**config.mk**
```make
export PLATFORM = sky130hd
export DESIGN_NAME = least_loaded_server_selector
export DESIGN_NICKNAME = d
export VERILOG_FILES = /design/src/llss_pkg.sv /design/src/llss_table.sv /design/src/least_loaded_server_selector.sv
export VERILOG_INCLUDE_DIRS = /design/src /design/src/src
export SDC_FILE = /design/constraint.sdc
export NUM_CORES = 2
export LEC_CHECK = 0
export BUFFER_PORTS_ARGS = -buffer_cell sky130_fd_sc_hd__buf_2
export CAP_MARGIN = 0
export CORE_ASPECT_RATIO = 1.1
export CORE_MARGIN = 2
export CORE_UTILIZATION = 47
export DETAILED_ROUTE_END_ITERATION = 8
export SETUP_SLACK_MARGIN = 0.4
export SYNTH_ARGS = -nofsm -noshare
export SYNTH_HDL_FRONTEND = slang
export SYNTH_SLANG_ARGS = --single-unit
```
**constraint.sdc**
```tcl
create_clock -name aclk -period 7.65 [get_ports aclk]
set_input_delay 0.765 -clock aclk [delete_from_list [all_inputs] [get_ports aclk]]
set_output_delay 0.765 -clock aclk [all_outputs]
set_load 0.02 [all_outputs]
```
**src/least_loaded_server_selector_macros.svh**
```systemverilog
// ----------------------------------------------------------------------------
// Least loaded server selector: assertion macros
// Shorthand for clocked, reset-qualified concurrent assertions.
// ----------------------------------------------------------------------------
`ifndef LEAST_LOADED_SERVER_SELECTOR_MACROS_SVH
`define LEAST_LOADED_SERVER_SELECTOR_MACROS_SVH

// Same-cycle implication, checked out of reset.
`define LLSS_ASSERT_IMP(name, ante, cons, msg) \
    name: assert property (@(posedge aclk) disable iff (!aresetn) (ante) |-> (cons)) \
        else $error(msg);

// Next-cycle implication, checked out of reset.
`define LLSS_ASSERT_NXT(name, ante, cons, msg) \
    name: assert property (@(posedge aclk) disable iff (!aresetn) (ante) |=> (cons)) \
        else $error(msg);

`endif

```
**src/llss_pkg.sv**
```systemverilog
// ----------------------------------------------------------------------------
// Least loaded server selector: shared package
// Field widths, codes and the control bundle of the server table.
// ----------------------------------------------------------------------------
package llss_pkg;

    localparam int ID_W        = 32;
    localparam int IN_CNT_W    = 16;
    localparam int S_TDATA_W   = 64;
    localparam int S_TUSER_W   = 1;
    localparam int M_TDATA_W   = 32;
    localparam int M_TUSER_W   = 2;

    // Bit positions in m_tuser.
    localparam int M_TUSER_FOUND  = 0;
    localparam int M_TUSER_STATUS = 1;

    typedef enum logic {
        MODE_UPDATE = 1'b0,
        MODE_ALLOC  = 1'b1
    } llss_mode_t;

    typedef struct packed {
        logic rd_en;
        logic wr_en;
        logic set_valid;
    } llss_tbl_ctl_t;

endpackage

```
**src/llss_table.sv**
```systemverilog
// ----------------------------------------------------------------------------
// Least loaded server selector: server table
// Key, count and limit memory with one write and one registered read port;
// valid bits live in flip-flops and are cleared by reset.
// ----------------------------------------------------------------------------
module llss_table #(
    parameter int ENTRIES = 16,
    parameter int CNT_W   = 16,
    localparam int IDX_W  = (ENTRIES > 1) ? $clog2(ENTRIES) : 1
) (
    input  logic                  aclk,
    input  logic                  aresetn,
    input  llss_pkg::llss_tbl_ctl_t ctl,
    input  logic [IDX_W-1:0]      rd_addr,
    input  logic [IDX_W-1:0]      wr_addr,
    input  logic [llss_pkg::ID_W-1:0] wr_key,
    input  logic [CNT_W-1:0]      wr_count,
    input  logic [CNT_W-1:0]      wr_limit,
    output logic                  rd_valid,
    output logic [llss_pkg::ID_W-1:0] rd_key,
    output logic [CNT_W-1:0]      rd_count,
    output logic [CNT_W-1:0]      rd_limit
);
    import llss_pkg::*;

    logic [ID_W-1:0]  key_mem   [ENTRIES];
    logic [CNT_W-1:0] count_mem [ENTRIES];
    logic [CNT_W-1:0] limit_mem [ENTRIES];
    logic [ENTRIES-1:0] valid_reg;
    logic               rd_valid_reg;
    logic [ID_W-1:0]    rd_key_reg;
    logic [CNT_W-1:0]   rd_count_reg;
    logic [CNT_W-1:0]   rd_limit_reg;

    always_ff @(posedge aclk) begin
        if (!aresetn) begin
            valid_reg    <= '0;
            rd_valid_reg <= 1'b0;
        end else begin
            if (ctl.wr_en && ctl.set_valid) begin
                valid_reg[wr_addr] <= 1'b1;
            end
            if (ctl.rd_en) begin
                rd_valid_reg <= valid_reg[rd_addr];
            end
        end
    end

    always_ff @(posedge aclk) begin
        if (ctl.wr_en) begin
            key_mem[wr_addr]   <= wr_key;
            count_mem[wr_addr] <= wr_count;
            limit_mem[wr_addr] <= wr_limit;
        end
        if (ctl.rd_en) begin
            rd_key_reg   <= key_mem[rd_addr];
            rd_count_reg <= count_mem[rd_addr];
            rd_limit_reg <= limit_mem[rd_addr];
        end
    end

    assign rd_valid = rd_valid_reg;
    assign rd_key   = rd_key_reg;
    assign rd_count = rd_count_reg;
    assign rd_limit = rd_limit_reg;

endmodule

```
**src/least_loaded_server_selector.sv**
```systemverilog
// ----------------------------------------------------------------------------
// Least loaded server selector
// Server table with load updates and least loaded allocation by exact ratio.
// ----------------------------------------------------------------------------
//  Channel | Direction | tdata                        | tuser
//  s_      | in        | server_id, load_count, limit | mode
//  m_      | out       | chosen_id                    | found, status
//
// An item is taken only in idle; the table is then walked one entry at a
// time through its single read port. Each entry visited is read and then
// checked; in an allocate, an entry that needs the cross-multiply also goes
// through two multiply steps on the shared multiplier and a compare. The
// first entry that qualifies never needs the multiply.
// Reset empties the table at once. The result waits in the output register
// while a new item is accepted.
// ----------------------------------------------------------------------------
module least_loaded_server_selector #(
    parameter int TABLE_ENTRIES = 16,
    parameter int COUNT_BITS    = 16
) (
    input  logic                             aclk,
    input  logic                             aresetn,
    input  logic                             s_tvalid,
    output logic                             s_tready,
    // server_id [31:0], load_count [47:32], load_limit [63:48]
    input  logic [llss_pkg::S_TDATA_W-1:0]   s_tdata,
    // mode [0]
    input  logic [llss_pkg::S_TUSER_W-1:0]   s_tuser,
    output logic                             m_tvalid,
    input  logic                             m_tready,
    // chosen_id [31:0]
    output logic [llss_pkg::M_TDATA_W-1:0]   m_tdata,
    // found [0], status [1]
    output logic [llss_pkg::M_TUSER_W-1:0]   m_tuser
);
    import llss_pkg::*;

    `include "least_loaded_server_selector_macros.svh"

    localparam int IDX_W  = (TABLE_ENTRIES > 1) ? $clog2(TABLE_ENTRIES) : 1;
    localparam int PROD_W = 2 * COUNT_BITS;

    typedef enum logic [2:0] {
        S_IDLE,
        S_READ,
        S_CHECK,
        S_MUL1,
        S_MUL2,
        S_CMP,
        S_DONE
    } state_t;

    state_t                 state_reg, state_next;
    llss_mode_t             mode_reg, mode_next;
    logic [ID_W-1:0]        id_reg, id_next;
    logic [COUNT_BITS-1:0]  cnt_reg, cnt_next;
    logic [COUNT_BITS-1:0]  lim_reg, lim_next;
    logic [IDX_W-1:0]       idx_reg, idx_next;
    logic [IDX_W-1:0]       free_idx_reg, free_idx_next;
    logic                   free_hit_reg, free_hit_next;
    logic                   drop_reg, drop_next;
    logic                   have_reg, have_next;
    logic [COUNT_BITS-1:0]  best_c_reg, best_c_next;
    logic [COUNT_BITS-1:0]  best_l_reg, best_l_next;
    logic [ID_W-1:0]        best_id_reg, best_id_next;
    logic [PROD_W-1:0]      prod_reg, prod_next;
    logic [PROD_W-1:0]      lhs_reg, lhs_next;
    logic                   m_tvalid_reg, m_tvalid_next;
    logic [M_TDATA_W-1:0]   m_tdata_reg, m_tdata_next;
    logic [M_TUSER_W-1:0]   m_tuser_reg, m_tuser_next;

    llss_tbl_ctl_t          tbl_ctl;
    logic [IDX_W-1:0]       wr_addr;
    logic                   rd_valid;
    logic [ID_W-1:0]        rd_key;
    logic [COUNT_BITS-1:0]  rd_count;
    logic [COUNT_BITS-1:0]  rd_limit;

    logic                   last;
    logic                   step;
    logic                   take;
    logic [COUNT_BITS-1:0]  mul_a;
    logic [COUNT_BITS-1:0]  mul_b;

    llss_table #(
        .ENTRIES (TABLE_ENTRIES),
        .CNT_W   (COUNT_BITS)
    ) u_table (
        .aclk     (aclk),
        .aresetn  (aresetn),
        .ctl      (tbl_ctl),
        .rd_addr  (idx_reg),
        .wr_addr  (wr_addr),
        .wr_key   (id_reg),
        .wr_count (cnt_reg),
        .wr_limit (lim_reg),
        .rd_valid (rd_valid),
        .rd_key   (rd_key),
        .rd_count (rd_count),
        .rd_limit (rd_limit)
    );

    assign last = (idx_reg == IDX_W'(TABLE_ENTRIES - 1));

    // The one multiplier: count times best limit first, then best count
    // times limit.
    assign mul_a = (state_reg == S_MUL1) ? rd_count   : best_c_reg;
    assign mul_b = (state_reg == S_MUL1) ? best_l_reg : rd_limit;

    always_comb begin
        state_next    = state_reg;
        mode_next     = mode_reg;
        id_next       = id_reg;
        cnt_next      = cnt_reg;
        lim_next      = lim_reg;
        idx_next      = idx_reg;
        free_idx_next = free_idx_reg;
        free_hit_next = free_hit_reg;
        drop_next     = drop_reg;
        have_next     = have_reg;
        best_c_next   = best_c_reg;
        best_l_next   = best_l_reg;
        best_id_next  = best_id_reg;
        prod_next     = prod_reg;
        lhs_next      = lhs_reg;
        m_tvalid_next = m_tvalid_reg && !m_tready;
        m_tdata_next  = m_tdata_reg;
        m_tuser_next  = m_tuser_reg;
        tbl_ctl       = '0;
        wr_addr       = idx_reg;
        step          = 1'b0;
        take          = 1'b0;

        unique case (state_reg)
            S_IDLE: begin
                if (s_tvalid) begin
                    mode_next     = llss_mode_t'(s_tuser[0]);
                    id_next       = s_tdata[ID_W-1:0];
                    cnt_next      = COUNT_BITS'(32'(s_tdata[ID_W +: IN_CNT_W]));
                    lim_next      = COUNT_BITS'(32'(s_tdata[ID_W + IN_CNT_W +: IN_CNT_W]));
                    idx_next      = '0;
                    free_hit_next = 1'b0;
                    drop_next     = 1'b0;
                    have_next     = 1'b0;
                    state_next    = S_READ;
                end
            end
            S_READ: begin
                tbl_ctl.rd_en = 1'b1;
                state_next    = S_CHECK;
            end
            S_CHECK: begin
                if (mode_reg == MODE_UPDATE) begin
                    if (rd_valid && rd_key == id_reg) begin
                        tbl_ctl.wr_en = 1'b1;
                        state_next    = S_DONE;
                    end else begin
                        if (!rd_valid && !free_hit_reg) begin
                            free_hit_next = 1'b1;
                            free_idx_next = idx_reg;
                        end
                        if (!last) begin
                            step = 1'b1;
                        end else begin
                            // No match anywhere: claim the first free slot seen.
                            if (free_hit_reg || !rd_valid) begin
                                tbl_ctl.wr_en     = 1'b1;
                                tbl_ctl.set_valid = 1'b1;
                                wr_addr = free_hit_reg ? free_idx_reg : idx_reg;
                            end else begin
                                drop_next = 1'b1;
                            end
                            state_next = S_DONE;
                        end
                    end
                end else begin
                    if (!rd_valid || rd_count >= rd_limit) begin
                        step = 1'b1;
                    end else if (!have_reg) begin
                        take = 1'b1;
                        step = 1'b1;
                    end else begin
                        state_next = S_MUL1;
                    end
                end
            end
            S_MUL1: begin
                prod_next  = PROD_W'(mul_a) * PROD_W'(mul_b);
                state_next = S_MUL2;
            end
            S_MUL2: begin
                lhs_next   = prod_reg;
                prod_next  = PROD_W'(mul_a) * PROD_W'(mul_b);
                state_next = S_CMP;
            end
            S_CMP: begin
                if (lhs_reg < prod_reg || (lhs_reg == prod_reg && rd_key < best_id_reg)) begin
                    take = 1'b1;
                end
                step = 1'b1;
            end
            S_DONE: begin
                if (!m_tvalid_reg || m_tready) begin
                    m_tvalid_next = 1'b1;
                    m_tdata_next  = (mode_reg == MODE_ALLOC && have_reg) ? best_id_reg : '0;
                    m_tuser_next  = '0;
                    m_tuser_next[M_TUSER_FOUND]  = (mode_reg == MODE_ALLOC) && have_reg;
                    m_tuser_next[M_TUSER_STATUS] = (mode_reg == MODE_UPDATE) && drop_reg;
                    state_next    = S_IDLE;
                end
            end
            default: begin
                state_next = S_IDLE;
            end
        endcase

        if (take) begin
            have_next    = 1'b1;
            best_c_next  = rd_count;
            best_l_next  = rd_limit;
            best_id_next = rd_key;
        end
        if (step) begin
            if (last) begin
                state_next = S_DONE;
            end else begin
                idx_next   = IDX_W'(idx_reg + 1'b1);
                state_next = S_READ;
            end
        end
    end

    always_ff @(posedge aclk) begin
        if (!aresetn) begin
            state_reg    <= S_IDLE;
            m_tvalid_reg <= 1'b0;
        end else begin
            state_reg    <= state_next;
            m_tvalid_reg <= m_tvalid_next;
        end
    end

    always_ff @(posedge aclk) begin
        mode_reg     <= mode_next;
        id_reg       <= id_next;
        cnt_reg      <= cnt_next;
        lim_reg      <= lim_next;
        idx_reg      <= idx_next;
        free_idx_reg <= free_idx_next;
        free_hit_reg <= free_hit_next;
        drop_reg     <= drop_next;
        have_reg     <= have_next;
        best_c_reg   <= best_c_next;
        best_l_reg   <= best_l_next;
        best_id_reg  <= best_id_next;
        prod_reg     <= prod_next;
        lhs_reg      <= lhs_next;
        m_tdata_reg  <= m_tdata_next;
        m_tuser_reg  <= m_tuser_next;
    end

    assign s_tready = (state_reg == S_IDLE);
    assign m_tvalid = m_tvalid_reg;
    assign m_tdata  = m_tdata_reg;
    assign m_tuser  = m_tuser_reg;

    `LLSS_ASSERT_IMP(a_no_pick_zero_id, m_tvalid && !m_tuser[M_TUSER_FOUND], m_tdata == '0, "id set without a pick")
    `LLSS_ASSERT_IMP(a_flags_exclusive, m_tvalid, !(&m_tuser), "found and dropped together")
    `LLSS_ASSERT_NXT(a_accept_goes_busy, s_tvalid && s_tready, !s_tready, "ready right after an accepted item")
    `LLSS_ASSERT_IMP(a_result_from_done, $rose(m_tvalid_reg), $past(state_reg == S_DONE), "result loaded outside the done step")

endmodule

```
* Word level (Yosys, flattened, before mapping) *
Memories as Yosys holds them, arrays and structs flattened. A register that Yosys moved wholly into a read port is not among the register bits.
Index checks and enable logic that the tools add are counted.

cells by class
  reduce and logical (&&, ||, !) cells = 25
  add/sub/neg operators = 1
  $lt $le $gt $ge = 6
  $mul = 1
  bitwise gates (word level) = 3
  mux-type cells = 57
  eq/ne operators = 21

operators by type and width
  operator                                                                       number
  32-bit == test                                                                 2
  32-bit less-than comparator                                                    2
  4-bit 2-to-1 mux                                                               10
  16-bit by 16-bit multiplier with 32-bit output                                 1
  16-bit 2-to-1 mux                                                              2
  3-bit 2-to-1 mux                                                               9
  1-bit 2-to-1 mux                                                               25
  3-bit one-hot mux with 7 select lines                                          1
  16-bit >= comparator                                                           1
  16-bit bitwise OR                                                              1
  2-bit != test (second input constant)                                          7
  6-bit AND reduction                                                            2
  4-bit by 5-bit less-than comparator with 1-bit output (second input constant)  2
  3-bit == test (second input constant)                                          3
  1-bit logical AND                                                              8
  2-bit 2-to-1 mux                                                               4
  4-bit != test (second input constant)                                          2
  1-bit one-hot mux with 2 select lines                                          4
  3-bit by 2-bit == test with 1-bit output (second input constant)               2
  5-bit != test (second input constant)                                          1
  5-bit AND reduction                                                            1
  4-bit by 1-bit adder with 4-bit output (second input constant)                 1
  1-bit binary-select mux with 4-bit select                                      1
  1-bit demux with 4-bit select                                                  1
  13 further kinds                                                               21

word-level totals
  memories kept = 3
  logic and storage cells = 137
  register bits after elaboration = 259
  bits of input ports = 69
  memory bits (writable) = 1024
  output and inout bits = 36

memory list
  memory             depth  bits a word  rd ports  clocked after memory_dff  write ports  line              source
  u_table.key_mem    16     32           1         1                         1            llss_table.sv:26  logic [ID_W-1:0] key_mem [ENTRIES];
  u_table.count_mem  16     16           1         1                         1            llss_table.sv:27  logic [CNT_W-1:0] count_mem [ENTRIES];
  u_table.limit_mem  16     16           1         1                         1            llss_table.sv:28  logic [CNT_W-1:0] limit_mem [ENTRIES];

* Logic depth before layout (Yosys ltp) *
  word-level depth = 12
  depth in mapped cells = 30

* Hierarchy *
From an unflattened synthesis, not the netlist that was laid out.

unflattened totals
  cells, all modules = 3297
  area total of the unflattened synthesis = 60185.2 sq um

modules (own cells, without submodules)
  module                        area an instance (sq um)  sequential area each (sq um)  cells an instance  times used
  llss_table                    41237.0                   33011.7                       1587               1
  least_loaded_server_selector  18948.2                   7176.9                        1710               1

* Worst setup path after synthesis *
No wires, ideal clock.

  path type = register -> register
  from = reg id_reg[9]
  to = mem u_table.count_mem[11][0], enable pin
  data arrival time = 6.465 ns
  cell stages (with the launch flop) = 10
  data required time = 7.085 ns
  setup time = 0.565 ns
  period minus slack after synthesis = 7.030 ns
  path buffers = 0
  path slack = 0.620 ns
  cell sequence = edfxtp_1 > xor2_1 > nor4_1 > nand4_1 > or3_4 > and3_4 > nand2_8 > and3_2 > nor2_2 > nor3_1

on the way
  longest elaborated chain between the ends = 7
  elaborated cells between the ends (all ways) = 10
  those cells by class = eq/ne: 1; mux: 8; reduce/logical: 1

RTL lines
  element                                 line                                 source
  start, declared                         least_loaded_server_selector.sv:55   logic [ID_W-1:0] id_reg, id_next;
  start signal, assigned                  least_loaded_server_selector.sv:245  id_reg <= id_next;
  32-bit == test *                        least_loaded_server_selector.sv:154  if (rd_valid && rd_key == id_reg) begin
  1-bit logical AND *                     least_loaded_server_selector.sv:154
  1-bit 2-to-1 mux                        least_loaded_server_selector.sv:154
  2-bit 2-to-1 mux                        least_loaded_server_selector.sv:153  if (mode_reg == MODE_UPDATE) begin
  2-bit 2-to-1 mux                        least_loaded_server_selector.sv:134  unique case (state_reg)
  1-bit 2-to-1 mux                        llss_table.sv:50                     if (ctl.wr_en) begin
  1-bit 2-to-1 mux (not written as such)  llss_table.sv:52                     count_mem[wr_addr] <= wr_count;
  end, declared                           llss_table.sv:27

Every way passes the cells marked *; elsewhere a longest branch is shown, timed or not.

* Final worst setup path *
  from = reg state_reg[2]
  to = reg prod_reg[30] (data pin)

on the way
  longest elaborated chain between the ends = 3
  elaborated cells between the ends (all ways) = 4
  those cells by class = mul: 1; eq/ne: 1; mux: 2

RTL lines
  element                                           line                                                                                                           source
  start, declared                                   least_loaded_server_selector.sv:53                                                                             state_t state_reg, state_next;
  start signal, assigned                            least_loaded_server_selector.sv:238                                                                            state_reg <= state_next;
  3-bit by 2-bit == test with 1-bit output *        least_loaded_server_selector.sv:107, least_loaded_server_selector.sv:108, least_loaded_server_selector.sv:134
  16-bit 2-to-1 mux, on equally long branches       least_loaded_server_selector.sv:107, least_loaded_server_selector.sv:108
  16-bit by 16-bit multiplier with 32-bit output *  least_loaded_server_selector.sv:188, least_loaded_server_selector.sv:193
  end signal, assigned                              least_loaded_server_selector.sv:256                                                                            prod_reg <= prod_next;
  end, declared                                     least_loaded_server_selector.sv:66                                                                             logic [PROD_W-1:0] prod_reg, prod_next;

Marks and branches as above.
A chain may end at the register's enable or synchronous reset.

==> results.ini <==
[run_status]
outcome = complete, no violations

[layout]
final_cells = 5291
nets = 3954
area_growth_pct = 13.6
nFillCells = 10007
drive_gt1_share_pct = 23.4
top_register = u_table.key_mem
largestRegisters = u_table.key_mem: 512 flops, u_table.count_mem: 256 flops, u_table.limit_mem: 256 flops
largest_register_ffs = 512

[detailed_routing]
vias_per_cell = 5.78
drt_iter0_drc = 2670
drt.antenna.violating_nets = 0
vias = 30557
routed.top_layer = met5
detail_route.wirelength_um = 149000
drcViolationCount = 0
route.met2.wl_um = 77200
wl_met1_um = 60400
firstDrtPassIters = 8
wl_per_cell_um = 28.2
dr_wl_met3_um = 7470

[floorplan]
io_pins = 105
initial_utilization_pct = 47.3
die_w_um = 344
die_y_um = 378
rows = 137
coreArea_um2 = 127000
die-area_um2 = 130000

[yosys]
synth.avg_cell_area_um2 = 18.4
synth_top_cells_by_area = edfxtp_1 (66%), mux4_2 (12%), fa_1 (6.5%), ha_1 (3.8%), inv_1 (2.0%)
ys_seq_area_share_pct = 67.2
synth.most_common_cell = edfxtp_1
yosysWarnings = 0
synth_area_um2 = 59800
syn_nets = 3708
synth-edff-count = 1321
synth-async-reset-ratio_pct = 0
ys_ff_latch = 1347
yosys.area.top_type_share_pct = 66.3
yosysTopAreaCell = edfxtp_1
syn_inst = 3261
yosys-top-cells-count = edfxtp_1 (1,321), mux4_2 (325), inv_1 (319), fa_1 (194), nor2_1 (194)
synth_ff_type = edfxtp_1
synth.distinct_cells = 65

[sta]
fin_skew_ns = 0.0467
tightestPinTransition_ns = 1.21
slew_headroom_pct = 19.5
fin_ws_ns = 0.610
rsz0062_at_grt = false
fmax_mhz = 142
fin_crit_ns = 7.04
post-route-period-util_pct = 92.0
hold_viol_final = 0
slew_violations = 0
finalSetupTns_ns = 0
finalSetupViolCount = 0

[placement]
gp_congestion = 0.962
dp_cells = 5022
dpl.hpwl_um = 90100
io_buffers = 104
pre_cts_slack_ns = 0.0359

[global_routing]
track_usage_pct = 23.3
antenna_found_initial = 10
grt_max_degree = 168
grt_pass1_wl_um = 217000
grt_overflow = 0
grt_pass1_vias = 32384

[clocking]
clkSinkCount = 1347
cts.htree.levels = 4
cts_buffers = 140
cts_max_path_buffers = 3
path_clk_slew_ns = 0.06
clock-root-buffer = clkbuf_16
clkLatencyLatePin_ns = 0.78
cts_tree = yes
holdBufCountCts = 0

[setup_path]
crit_fanout = 15
arrival_ns = 7.56
crit_path_start_kind = flip-flop
worstReg2RegStart = state_reg[2]
worstSetupStartpoint = state_reg[2]
critical_path_class = reg2reg
required_ns = 8.17
cp-end-kind = flip-flop

[min_path]
hold_path.class = in2reg
hp-start = s_tdata[33]

[power]
power.density_nw_per_um2 = 482
total_power_mw = 32.8
leakage_nw = 24.2
vdd_ir_drop_max_mv = 1.09

[job]
cap_viol_max_count = 0

layer usage:
layer	vias up	track usage, %
met3	243	3.65
li1	12953	-
met4	10	7.47
met1	16443	30.4
met2	908	40.3
met5	-	0
cell usage in the layout, fill, tap and decap left out, types with 15 or more instances in the layout:
cell	n
a21oi_1	43
buf_2	104
clkbuf_16	142
nand2b_1	15
clkbuf_1	23
a21o_1	34
nand4_1	16
mux4_2	325
dfxtp_1	22
clkinv_2	22
clkinv_1	22
buf_4	91
edfxtp_1	1321
bufinv_16	15
nor2_1	186
inv_1	318
xnor2_1	18
mux2_2	18
ha_1	178
mux2i_1	33
fa_1	194
nand2_1	173
o21ai_0	30
xor2_1	43
area by class of cell:
cell class / instances / area, µm² / area share (%)
Timing Repair Buffer: 206 / 1420 / 2.09
Antenna cell: 1 / 2.50 / 0.00368
Clock inverter: 91 / 1070 / 1.57
Tap cell: 1668 / 2090 / 3.07
Sequential cell: 1347 / 40200 / 59.1
Multi-Input combinational cell: 1492 / 18400 / 27.0
Inverter: 320 / 1210 / 1.78
Clock buffer: 166 / 3640 / 5.36
final timing paths:
| path | end | slack [ns] | cells past startpoint |
|---|---|---|---|
| setup / recovery | prod_reg[30] | 0.61 | 22 |
| hold / removal | cnt_reg[1] | 0.17 | 1 |
| setup reg to reg | prod_reg[30] | 0.61 | 22 |
| hold reg to reg | lhs_reg[17] | 0.42 | 0 |
repair_timing:
action / 4_1_cts / 5_1_grt
endpoints found under the setup margin: 5 / 6
pin swaps: 1 / 8
cloned: 1 / 1
resized for setup: 18 / 31
buffers inserted: 5 / 4
power breakdown:
part | internal [mW] | switching (mW) | leakage [nW] | total (mW)
Sequential | 9.29 | 0.427 | 12.2 | 9.72
Clock | 3.97 | 2.93 | 2.27 | 6.90
Combinational | 7.12 | 9.02 | 9.68 | 16.1
cells by family after synthesis:
family / count (synthesis) / synth area share [%]
DFF: 1347 / 67.2
adders and majority gates: 378 / 10.3
muxes: 391 / 13.4
AOI/OAI and AO/OA: 171 / 1.87
buffers and inverters: 422 / 2.72
xor gates and xnor gates: 62 / 0.907
and+or+nand+nor: 490 / 3.60
through the flow:
stage / area, µm² / hold slack [ns] / util, %
floorplan: 59800 / 0.406 / -
global placement: 62900 / 0.432 / 49.7
detailed placement: 62900 / 0.438 / 49.7
CTS: 67800 / 0.0971 / 53.6
global route: 68000 / 0.117 / 53.7
finish: 68000 / 0.166 / 53.7
worst max-delay path, cell delays in order (launching register included):
cell and delay (ns):
dfxtp_1 0.32, nand2b_2 0.23, or2_4 0.35, clkbuf_16 0.23, mux2_4 0.41, nand2_1 0.12, fa_1 0.44, fa_1 0.59
fa_1 0.45, fa_1 0.55, inv_1 0.05, fa_1 0.47, fa_1 0.51, ha_2 0.32, a21oi_1 0.20, o21ai_2 0.11
nor3_2 0.18, a21o_1 0.23, nor3_4 0.08, o41a_1 0.38, a211o_1 0.28, a21oi_1 0.19, xnor2_1 0.09
Power figures use the tool's default switching activity.
